$ cat config.mk
export PLATFORM = sky130hd
export DESIGN_NAME = daily_alarm_table_matcher_unit
export DESIGN_NICKNAME = d
export VERILOG_FILES = /design/src/sv/datm_pkg.sv /design/src/sv/datm_ctrl.sv /design/src/sv/datm_path.sv /design/src/sv/daily_alarm_table_matcher_unit.sv
export SDC_FILE = /design/constraint.sdc
export NUM_CORES = 1
export LEC_CHECK = 0
export BUFFER_PORTS_ARGS = -buffer_cell sky130_fd_sc_hd__buf_2
export CAP_MARGIN = 30
export CORE_UTILIZATION = 55
export DETAILED_ROUTE_END_ITERATION = 8
export GPL_ROUTABILITY_DRIVEN = 0
export PLACE_DENSITY = 0.71
export SETUP_SLACK_MARGIN = 0.2
export SLEW_MARGIN = 20
export SYNTH_ARGS = -nofsm -noshare
export SYNTH_HDL_FRONTEND = slang
export SYNTH_SLANG_ARGS = --single-unit
$ cat constraint.sdc
create_clock -name clk -period 5.53 [get_ports clk]
set_clock_uncertainty 0.1 [all_clocks]
set_input_delay 1.106 -clock clk [delete_from_list [all_inputs] [get_ports clk]]
set_output_delay 1.106 -clock clk [all_outputs]
set_load 0.02 [all_outputs]
$ cat src/sv/datm_pkg.sv
// shared types and constants for the daily alarm table matcher
// no dependencies
package datm_pkg;

  localparam int ALARM_SLOTS = 6;
  localparam int SCAN_W = (ALARM_SLOTS > 1) ? $clog2(ALARM_SLOTS) : 1;
  localparam logic [SCAN_W-1:0] LAST_SLOT = SCAN_W'(ALARM_SLOTS - 1);
  localparam logic [3:0] SLOT_COUNT = 4'(ALARM_SLOTS);

  localparam logic [1:0] KIND_ADD  = 2'd0;
  localparam logic [1:0] KIND_DEL  = 2'd1;
  localparam logic [1:0] KIND_TICK = 2'd2;

  localparam logic [1:0] STATUS_OK        = 2'd0;
  localparam logic [1:0] STATUS_FULL      = 2'd1;
  localparam logic [1:0] STATUS_BAD_INDEX = 2'd2;

  typedef struct packed {
    logic [1:0] kind;
    logic [4:0] hour;
    logic [5:0] minute;
    logic [4:0] day_of_month;
    logic [2:0] slot_index;
  } req_t;

  typedef struct packed {
    logic [1:0] status;
    logic [2:0] slot;
    logic [5:0] fired_mask;
  } res_t;

  typedef enum logic [1:0] {
    S_IDLE,
    S_EXEC,
    S_REPORT
  } state_t;

  typedef struct packed {
    logic load;
    logic step;
  } path_cmd_t;

  typedef struct packed {
    logic [1:0] kind;
    logic       slot_free;
    logic       scan_last;
  } path_stat_t;

endpackage

$ cat src/sv/datm_ctrl.sv
// controller state machine for the alarm table matcher
// depends on datm_pkg
module datm_ctrl (
  input  logic                clk,
  input  logic                rst,
  input  logic                start,
  input  datm_pkg::path_stat_t stat,
  output datm_pkg::path_cmd_t  cmd,
  output logic                busy,
  output logic                done
);

  datm_pkg::state_t state, state_next;
  logic finish;

  always_ff @(posedge clk) begin
    if (rst) begin
      state <= datm_pkg::S_IDLE;
    end else begin
      state <= state_next;
    end
  end

  always_comb begin
    case (stat.kind)
      datm_pkg::KIND_ADD:  finish = stat.slot_free | stat.scan_last;
      datm_pkg::KIND_TICK: finish = stat.scan_last;
      default:             finish = 1'b1;
    endcase
  end

  always_comb begin
    state_next = state;
    cmd.load = 1'b0;
    cmd.step = 1'b0;
    busy = 1'b1;
    done = 1'b0;
    case (state)
      datm_pkg::S_IDLE: begin
        busy = 1'b0;
        if (start) begin
          cmd.load = 1'b1;
          state_next = datm_pkg::S_EXEC;
        end
      end
      datm_pkg::S_EXEC: begin
        cmd.step = 1'b1;
        if (finish) begin
          state_next = datm_pkg::S_REPORT;
        end
      end
      datm_pkg::S_REPORT: begin
        done = 1'b1;
        state_next = datm_pkg::S_IDLE;
      end
      default: begin
        state_next = datm_pkg::S_IDLE;
      end
    endcase
  end

endmodule

$ cat src/sv/datm_path.sv
// datapath for the alarm table matcher: slot table, scan counter, result register
// depends on datm_pkg
module datm_path (
  input  logic                 clk,
  input  logic                 rst,
  input  datm_pkg::req_t       request,
  input  datm_pkg::path_cmd_t  cmd,
  output datm_pkg::path_stat_t stat,
  output datm_pkg::res_t       result
);

  logic                        slot_active [datm_pkg::ALARM_SLOTS];
  logic                        slot_fired  [datm_pkg::ALARM_SLOTS];
  logic [4:0]                  slot_hour   [datm_pkg::ALARM_SLOTS];
  logic [5:0]                  slot_minute [datm_pkg::ALARM_SLOTS];
  logic [4:0]                  last_day;
  datm_pkg::req_t              req;
  logic [datm_pkg::SCAN_W-1:0] scan_idx;
  logic [datm_pkg::SCAN_W-1:0] del_idx;
  logic                        del_ok;
  logic                        match;
  logic [7:0]                  fire_bit;

  assign del_idx  = req.slot_index[datm_pkg::SCAN_W-1:0];
  assign del_ok   = {1'b0, req.slot_index} < datm_pkg::SLOT_COUNT;
  assign match    = slot_active[scan_idx] && !slot_fired[scan_idx] &&
                    slot_hour[scan_idx] == req.hour && slot_minute[scan_idx] == req.minute;
  assign fire_bit = 8'd1 << scan_idx;

  assign stat.kind      = req.kind;
  assign stat.slot_free = !slot_active[scan_idx];
  assign stat.scan_last = scan_idx == datm_pkg::LAST_SLOT;

  always_ff @(posedge clk) begin
    if (rst) begin
      for (int i = 0; i < datm_pkg::ALARM_SLOTS; i++) begin
        slot_active[i] <= 1'b0;
        slot_fired[i]  <= 1'b0;
      end
      last_day <= 5'd0;
    end else if (cmd.load) begin
      if (request.kind == datm_pkg::KIND_TICK && request.day_of_month != last_day) begin
        for (int i = 0; i < datm_pkg::ALARM_SLOTS; i++) begin
          slot_fired[i] <= 1'b0;
        end
        last_day <= request.day_of_month;
      end
    end else if (cmd.step) begin
      case (req.kind)
        datm_pkg::KIND_ADD: begin
          if (!slot_active[scan_idx]) begin
            slot_active[scan_idx] <= 1'b1;
            slot_fired[scan_idx]  <= 1'b0;
          end
        end
        datm_pkg::KIND_DEL: begin
          if (del_ok) begin
            slot_active[del_idx] <= 1'b0;
            slot_fired[del_idx]  <= 1'b0;
          end
        end
        datm_pkg::KIND_TICK: begin
          if (match) begin
            slot_fired[scan_idx] <= 1'b1;
          end
        end
        default: begin
        end
      endcase
    end
  end

  // payload: request copy, stored time, scan index, result
  always_ff @(posedge clk) begin
    if (cmd.load) begin
      req      <= request;
      scan_idx <= '0;
      result   <= '0;
    end else if (cmd.step) begin
      scan_idx <= scan_idx + 1'b1;
      case (req.kind)
        datm_pkg::KIND_ADD: begin
          if (!slot_active[scan_idx]) begin
            slot_hour[scan_idx]   <= req.hour;
            slot_minute[scan_idx] <= req.minute;
            result.slot           <= 3'(scan_idx);
          end else if (scan_idx == datm_pkg::LAST_SLOT) begin
            result.status <= datm_pkg::STATUS_FULL;
          end
        end
        datm_pkg::KIND_DEL: begin
          if (!del_ok) begin
            result.status <= datm_pkg::STATUS_BAD_INDEX;
          end
        end
        datm_pkg::KIND_TICK: begin
          if (match) begin
            result.fired_mask <= result.fired_mask | fire_bit[5:0];
          end
        end
        default: begin
        end
      endcase
    end
  end

endmodule

$ cat src/sv/daily_alarm_table_matcher_unit.sv
// top level of the daily alarm table matcher
// depends on datm_pkg, datm_ctrl, datm_path
//
// one request channel and one result channel
// a request (kind, hour, minute, day_of_month, slot_index) is taken at a
// rising edge with start high and busy low; busy stays high until the
// result has been shown
// the result (status, slot, fired_mask) is held on result and marked by done,
// which is high for exactly one cycle; the receiver cannot stall it
// a tick or a full-table add scans the slots one per cycle, an add stops at
// the first free slot, a delete or an unused kind does no scan
// after the accepting edge the block scans in S_EXEC, then raises done in
// S_REPORT and returns to S_IDLE; a new request is not taken before the
// last result has been shown
// the slot scan goes through the one shared compare
// reset clears every slot, every fired-today mark and the stored day,
// and returns the block to idle
module daily_alarm_table_matcher_unit (
  input  logic           clk,
  input  logic           rst,
  input  logic           start,
  input  datm_pkg::req_t request,
  output logic           busy,
  output logic           done,
  output datm_pkg::res_t result
);

  datm_pkg::path_cmd_t  cmd;
  datm_pkg::path_stat_t stat;

  datm_ctrl u_ctrl (
    .clk   (clk),
    .rst   (rst),
    .start (start),
    .stat  (stat),
    .cmd   (cmd),
    .busy  (busy),
    .done  (done)
  );

  datm_path u_path (
    .clk     (clk),
    .rst     (rst),
    .request (request),
    .cmd     (cmd),
    .stat    (stat),
    .result  (result)
  );

endmodule

==> flow_metrics.env, run 1 <==
export IMPL_outcome="finished, final reports clean"
export IMPL_synth_edf_count=98
export IMPL_ys_top_cells_by_area="edfxtp_1, dfxtp_1, mux4_2"
export IMPL_grt_pass1_vias=3103
export IMPL_drc_errors=0
export IMPL_cpMaxStageDelayCell="dfxtp_1"
export IMPL_cts_resized=0
export IMPL_synth_seq_cells=122
export IMPL_nets=441
export IMPL_grt_max_degree=27
export IMPL_clock_fmax_ghz=0.2576
export IMPL_powerDensity_nw_per_um2=388.7
export IMPL_yosysMostFrequentCell="edfxtp_1"
export IMPL_cts_hold_buf=0
export IMPL_holdPathEnd="u_path.result[5]"
export IMPL_synth_warning_count=0
export IMPL_drive_gt1_share_pct=25.88
export IMPL_finalHoldViolCount=0
export IMPL_chipWidth_um=99.52
export IMPL_finalMaxSlewViolations=0
export IMPL_max_stage_delay_ns=0.71
export IMPL_hp_start="u_path.result[5]"
export IMPL_grt_remaining_overflow=0
export IMPL_clkTransAtPathRegs_ns=0.06
export IMPL_syn_area_per_cell_sq_um=14.53
export IMPL_cap_violations=0
export IMPL_root_buffer="clkbuf_8"
export IMPL_core_area_sq_um=9240
export IMPL_hold_class="register to register"
export IMPL_fp_row_count=35
export IMPL_wl_per_cell_um=18.22
export IMPL_worstPathRequired_ns=5.63
export IMPL_ys_seq_area_share_pct=65.45
export IMPL_cts_sinks=122
export IMPL_arrival_ns=3.98
export IMPL_pin_count=37
export IMPL_finalSetupViolCount=0
export IMPL_ir_worst_vdd_uv=282.0
export IMPL_worstSetupStartpointType="register"
export IMPL_cts_buffers=17
export IMPL_synth_cell_types=52
export IMPL_die_area_sq_um=9903
export IMPL_cts_tree="yes"
export IMPL_relSlewSlack_pct=35.66
export IMPL_cts_buffer_depth=2
export IMPL_yosys_area_top_type="edfxtp_1"
export IMPL_area_growth_pct=18.30
export IMPL_ff2ff_path_depth=7
export IMPL_tightest_slew_ns=0.9625
export IMPL_syn_cell_area_sq_um=5230
export IMPL_postCtsSetupBuffers=0
export IMPL_synth_async_sr_flop_share_pct=0
export IMPL_synth_cells=360
export IMPL_period_minus_slack_ns=3.882
export IMPL_cp_max_fo=16
export IMPL_finalSetupTns_ns=0
export IMPL_start_util_pct=56.60
export IMPL_htreeDepth=4
export IMPL_antennaDiodeCount=0
export IMPL_hpwlAfterDp_um=6670
export IMPL_wirelength_um=10100
export IMPL_crit_type="register to register"
export IMPL_rrSetupSlack_ns=1.65
export IMPL_ant_nets=0
export IMPL_fin_util_pct=66.96
export IMPL_ys_flop_type="edfxtp_1"
export IMPL_vias_per_cell=5.671
export IMPL_clock_latency_ns=0.52
export IMPL_first_pass_iters=5
export IMPL_dr_first_iter_drc_count=175
export IMPL_endpoint_kind="register"
export IMPL_rsz0062_at_grt="no"
export IMPL_grt_pass1_wl_um=15980
export IMPL_min_period_over_period_pct=70.19
export IMPL_track_usage_pct=22.26
export IMPL_antenna_found_initial=0
export IMPL_place_port_buffers=36
export IMPL_timing_rr_end="u_path.slot_fired[4]"
export IMPL_fp_dieH_um=99.52
export IMPL_vias=3142
export IMPL_syn_num_nets=389
export IMPL_p_leak_nw=2.186
export IMPL_min_path_cells=2
export IMPL_path_cells="buf_4 -> mux2_1 -> mux4_2 -> xor2_1 -> nor4_4 -> nand4_1 -> a22oi_1"
export IMPL_synth_common_cells="edfxtp_1, nor2_1, nand2_1, dfxtp_1, mux2_1"
export IMPL_yosysTopAreaCellShare_pct=56.27
-- kinds of logic after synthesis --
logic type               share of synthesized area (%)
flip-flops                                       65.45
AO/OA/AOI/OAI                                    5.957
adder cells (fa/ha/maj)                          1.196
AND/OR/NAND/NOR                                  9.833
buffers and inverters                            1.818
multiplexers                                     12.89
XOR/XNOR                                         2.847
-- through the flow --
step           worst slack, ns  hold WS (ns)  cells  power, mW  cell area, sq um
4_1_cts                  1.628        0.3650    551      2.420              6163
3_5_place_dp             1.620        0.3565    519      1.366              5574
5_1_grt                  1.436        0.3919    554      2.489              6187
6_report                 1.648        0.3626    554      2.405              6187
3_3_place_gp             1.769        0.3364    519      1.356              5574
2_1_floorplan            2.515        0.3807    360      1.291              5230
-- worst max path at each step --
stage / slack (ns) / start / cells past startpoint / to
after floorplan: 2.51 / rst / 4 / u_path.slot_active[1]
after global placement: 1.77 / register / 7 / u_path.slot_fired[4]
after detailed placement: 1.62 / register / 6 / u_path.slot_hour[3][0]
after CTS: 1.63 / register / 6 / u_path.slot_hour[3][0]
after global routing: 1.44 / register / 7 / u_path.slot_fired[4]
final: 1.65 / register / 7 / u_path.slot_fired[4]
-- report_power, final --
part,total [mW],switching [mW],leakage [nW],internal [mW]
Clock,1.05,0.383,0.290,0.672
Sequential,1.08,0.0541,1.10,1.03
Combinational,0.269,0.148,0.792,0.122
Total,2.41,0.585,2.19,1.82
-- state kept, by name (all words and copies together) (netlist names), named ones only --
| signal | count |
|---|---|
| u_path.last_day | 5 |
| u_path.req | 11 |
| u_path.slot_active | 8 |
| u_path.slot_minute | 36 |
| u_path.result | 11 |
| u_path.scan_idx | 3 |
| u_path.slot_fired | 8 |
| u_path.stat | 2 |
| u_path.slot_hour | 30 |
| u_ctrl.state | 2 |
| u_path.del_idx | 3 |
-- critical path, delay by kind of cell, from the launching register on --
kind	cells	cell delay (ns)
AOI/OAI and AO/OA	1	0.41
xor gates and xnor gates	1	0.18
buffers and inverters	1	0.35
DFF	1	0.71
muxes	2	0.82
and+or+nand+nor	2	0.98
-- placed cells by master, fill, tap and decap left out, drive strengths merged, types with 2 or more instances in the layout --
| cell | count |
|---|---|
| mux2i | 10 |
| nor3 | 11 |
| dfxtp | 24 |
| buf | 45 |
| or2 | 2 |
| nand3 | 3 |
| o211ai | 2 |
| nand2b | 3 |
| a31o | 3 |
| mux4 | 13 |
| a31oi | 2 |
| nand4 | 3 |
| clkbuf | 25 |
| a21oi | 9 |
| inv | 11 |
| nand3b | 3 |
| xnor2 | 3 |
| nor2 | 41 |
| nor4 | 2 |
| mux2 | 25 |
| a22oi | 5 |
| o21ai | 12 |
| ha | 5 |
| xor2 | 14 |
| nand2 | 26 |
| clkinv | 5 |
| nor2b | 3 |
| edfxtp | 98 |
-- layout make-up --
cell class	instances	area, sq um
Sequential cell	122	3423
Fill cell	673	3053
Multi-Input combinational cell	216	1727
Clock buffer	25	539.3
Timing Repair Buffer	45	249.0
Tap cell	129	161.4
Clock inverter	7	50.05
Inverter	10	37.54
-- metal layers --
layer  wire [um]  global-route usage (%)  part of all wire [%]
met1        4444                   29.02                    44
met4         148                   9.050                   1.5
met3         496                   5.622                   4.9
met5           0                       0                     0
met2        5006                   36.00                    50
Power figures use the tool's default switching activity.
==> inputs of run 2 (changes only) <==
clock period = 3.8 ns   (was 5.53 ns; I/O delays follow)
==> flow_metrics.env, run 2 (synthesis results as in run 1) <==
export IMPL_cts_buffer_depth=2
export IMPL_cts_hold_buf=0
export IMPL_cts_tree="yes"
export IMPL_fin_util_pct=67.23
export IMPL_pin_count=37
export IMPL_cts_buffers=17
export IMPL_rrSetupSlack_ns=0.44
export IMPL_cap_violations=0
export IMPL_clock_fmax_ghz=0.2979
export IMPL_cts_resized=0
export IMPL_rsz0062_at_grt="no"
export IMPL_root_buffer="clkbuf_8"
export IMPL_largest_register="u_path.slot_minute"
export IMPL_grt_pass1_wl_um=16150
export IMPL_pwr_share_clk_pct=43.7
export IMPL_final_cell_mix="edfxtp_1, nor2_1, buf_2"
export IMPL_cts_sinks=122
export IMPL_timing_rr_end="u_path.slot_fired[7]"
export IMPL_min_period_over_period_pct=88.33
export IMPL_finalPower_mw=3.500
export IMPL_hp_start="request[1]"
export IMPL_ir_worst_vdd_uv=352.2
export IMPL_dr_first_iter_drc_count=243
export IMPL_htreeDepth=4
export IMPL_finalSetupTns_ns=0
export IMPL_ff2ff_path_depth=7
export IMPL_sw_frac_of_total_pct=23.73
export IMPL_min_path_cells=1
export IMPL_clkTransAtPathRegs_ns=0.06
export IMPL_largest_registers="u_path.slot_minute (36), u_path.slot_hour (30)"
export IMPL_relSlewSlack_pct=48.90
export IMPL_tightest_slew_ns=0.7655
export IMPL_chipWidth_um=99.52
export IMPL_seq_power_share_pct=44.7
export IMPL_grt_pass1_vias=3195
export IMPL_nets=446
export IMPL_postCtsSetupBuffers=0
export IMPL_period_minus_slack_ns=3.356
export IMPL_start_util_pct=56.60
export IMPL_holdPathEnd="u_path.del_idx[1]"
export IMPL_vias_per_cell=5.524
export IMPL_track_usage_pct=22.39
export IMPL_ant_nets=0
export IMPL_powerDensity_nw_per_um2=563.3
export IMPL_wl_per_cell_um=17.59
export IMPL_arrival_ns=3.44
export IMPL_finalSetupViolCount=0
export IMPL_cp_max_fo=15
export IMPL_worstPathRequired_ns=3.88
export IMPL_crit_type="register to register"
export IMPL_outcome="finished, final reports clean"
export IMPL_power_switching_uw=830.6
export IMPL_core_area_sq_um=9240
export IMPL_finalMaxSlewViolations=0
export IMPL_worstSetupStartpointType="register"
export IMPL_place_port_buffers=36
export IMPL_setup_slack_ns=0.4436
export IMPL_grt_remaining_overflow=0
export IMPL_grt_max_degree=26
export IMPL_clock_latency_ns=0.50
export IMPL_area_growth_pct=18.78
export IMPL_endpoint_kind="register"
export IMPL_die_area_sq_um=9903
export IMPL_hpwlAfterDp_um=6471
export IMPL_vias=3088
export IMPL_antenna_found_initial=0
export IMPL_first_pass_iters=5
export IMPL_finalHoldViolCount=0
export IMPL_antennaDiodeCount=0
export IMPL_dp_worst_setup_slack_ns=0.4399
export IMPL_p_int_mw=2.669
export IMPL_final_common_cell="edfxtp_1"
export IMPL_hold_class="primary input to register"
export IMPL_fp_row_count=35
export IMPL_wirelength_um=9831
export IMPL_p_leak_nw=2.197
export IMPL_pwr_share_comb_pct=11.5
export IMPL_drc_errors=0
export IMPL_largest_register_ffs=36
export IMPL_fp_dieH_um=99.52
export IMPL_drive_gt1_share_pct=26.28
[run 2: through the flow]
stage | hold WS [ns] | instance area [sq um] | cells
floorplan | 0.3807 | 5230 | 360
global placement | 0.3362 | 5638 | 527
detailed placement | 0.3382 | 5638 | 527
CTS | 0.3067 | 6212 | 559
global route | 0.3037 | 6212 | 559
finish | 0.3265 | 6212 | 559
[run 2: how the worst max path moves through the flow]
stage              from                     end  slack (ns)
2_1_floorplan  register  u_path.slot_hour[0][0]        0.82
3_3_place_gp   register    u_path.slot_fired[7]        0.53
3_5_place_dp   register    u_path.slot_fired[7]        0.44
4_1_cts        register    u_path.slot_fired[7]        0.42
5_1_grt        register    u_path.slot_fired[7]        0.26
6_report       register    u_path.slot_fired[7]        0.44
[run 2: routing by layer]
| metal | routed length (um) | vias up | global-route usage (%) |
|---|---|---|---|
| met5 | 0 | - | 0 |
| met4 | 118 | 0 | 9.502 |
| met3 | 389 | 10 | 4.849 |
| met2 | 4812 | 81 | 35.58 |
| met1 | 4510 | 1524 | 30.16 |
| li1 | - | 1473 | - |
[run 2: power groups by stage]
stage               combinational [mW]  clock (mW)  sequential (mW)
finish                           0.404        1.53             1.57
floorplan                        0.329           0             1.55
CTS                              0.405        1.55             1.57
global route                     0.444        1.61             1.57
detailed placement               0.400           0             1.59
global placement                 0.393           0             1.59
[run 2: worst max-delay path, cell delays in order (launching register included)]
cell,delay [ns]
dfxtp_1,0.76
buf_12,0.23
mux2_2,0.34
mux4_2,0.46
xor2_1,0.17
nor3_2,0.33
nand4_4,0.24
a2111oi_4,0.41
[run 2: final cells by class]
class                           instances  area (sq um)
Sequential cell                       122          3423
Fill cell                             658          3028
Multi-Input combinational cell        216          1718
Clock buffer                           19         421.7
Timing Repair Buffer                   50         297.8
Tap cell                              129         161.4
Clock inverter                         13         152.6
Inverter                               10         37.54
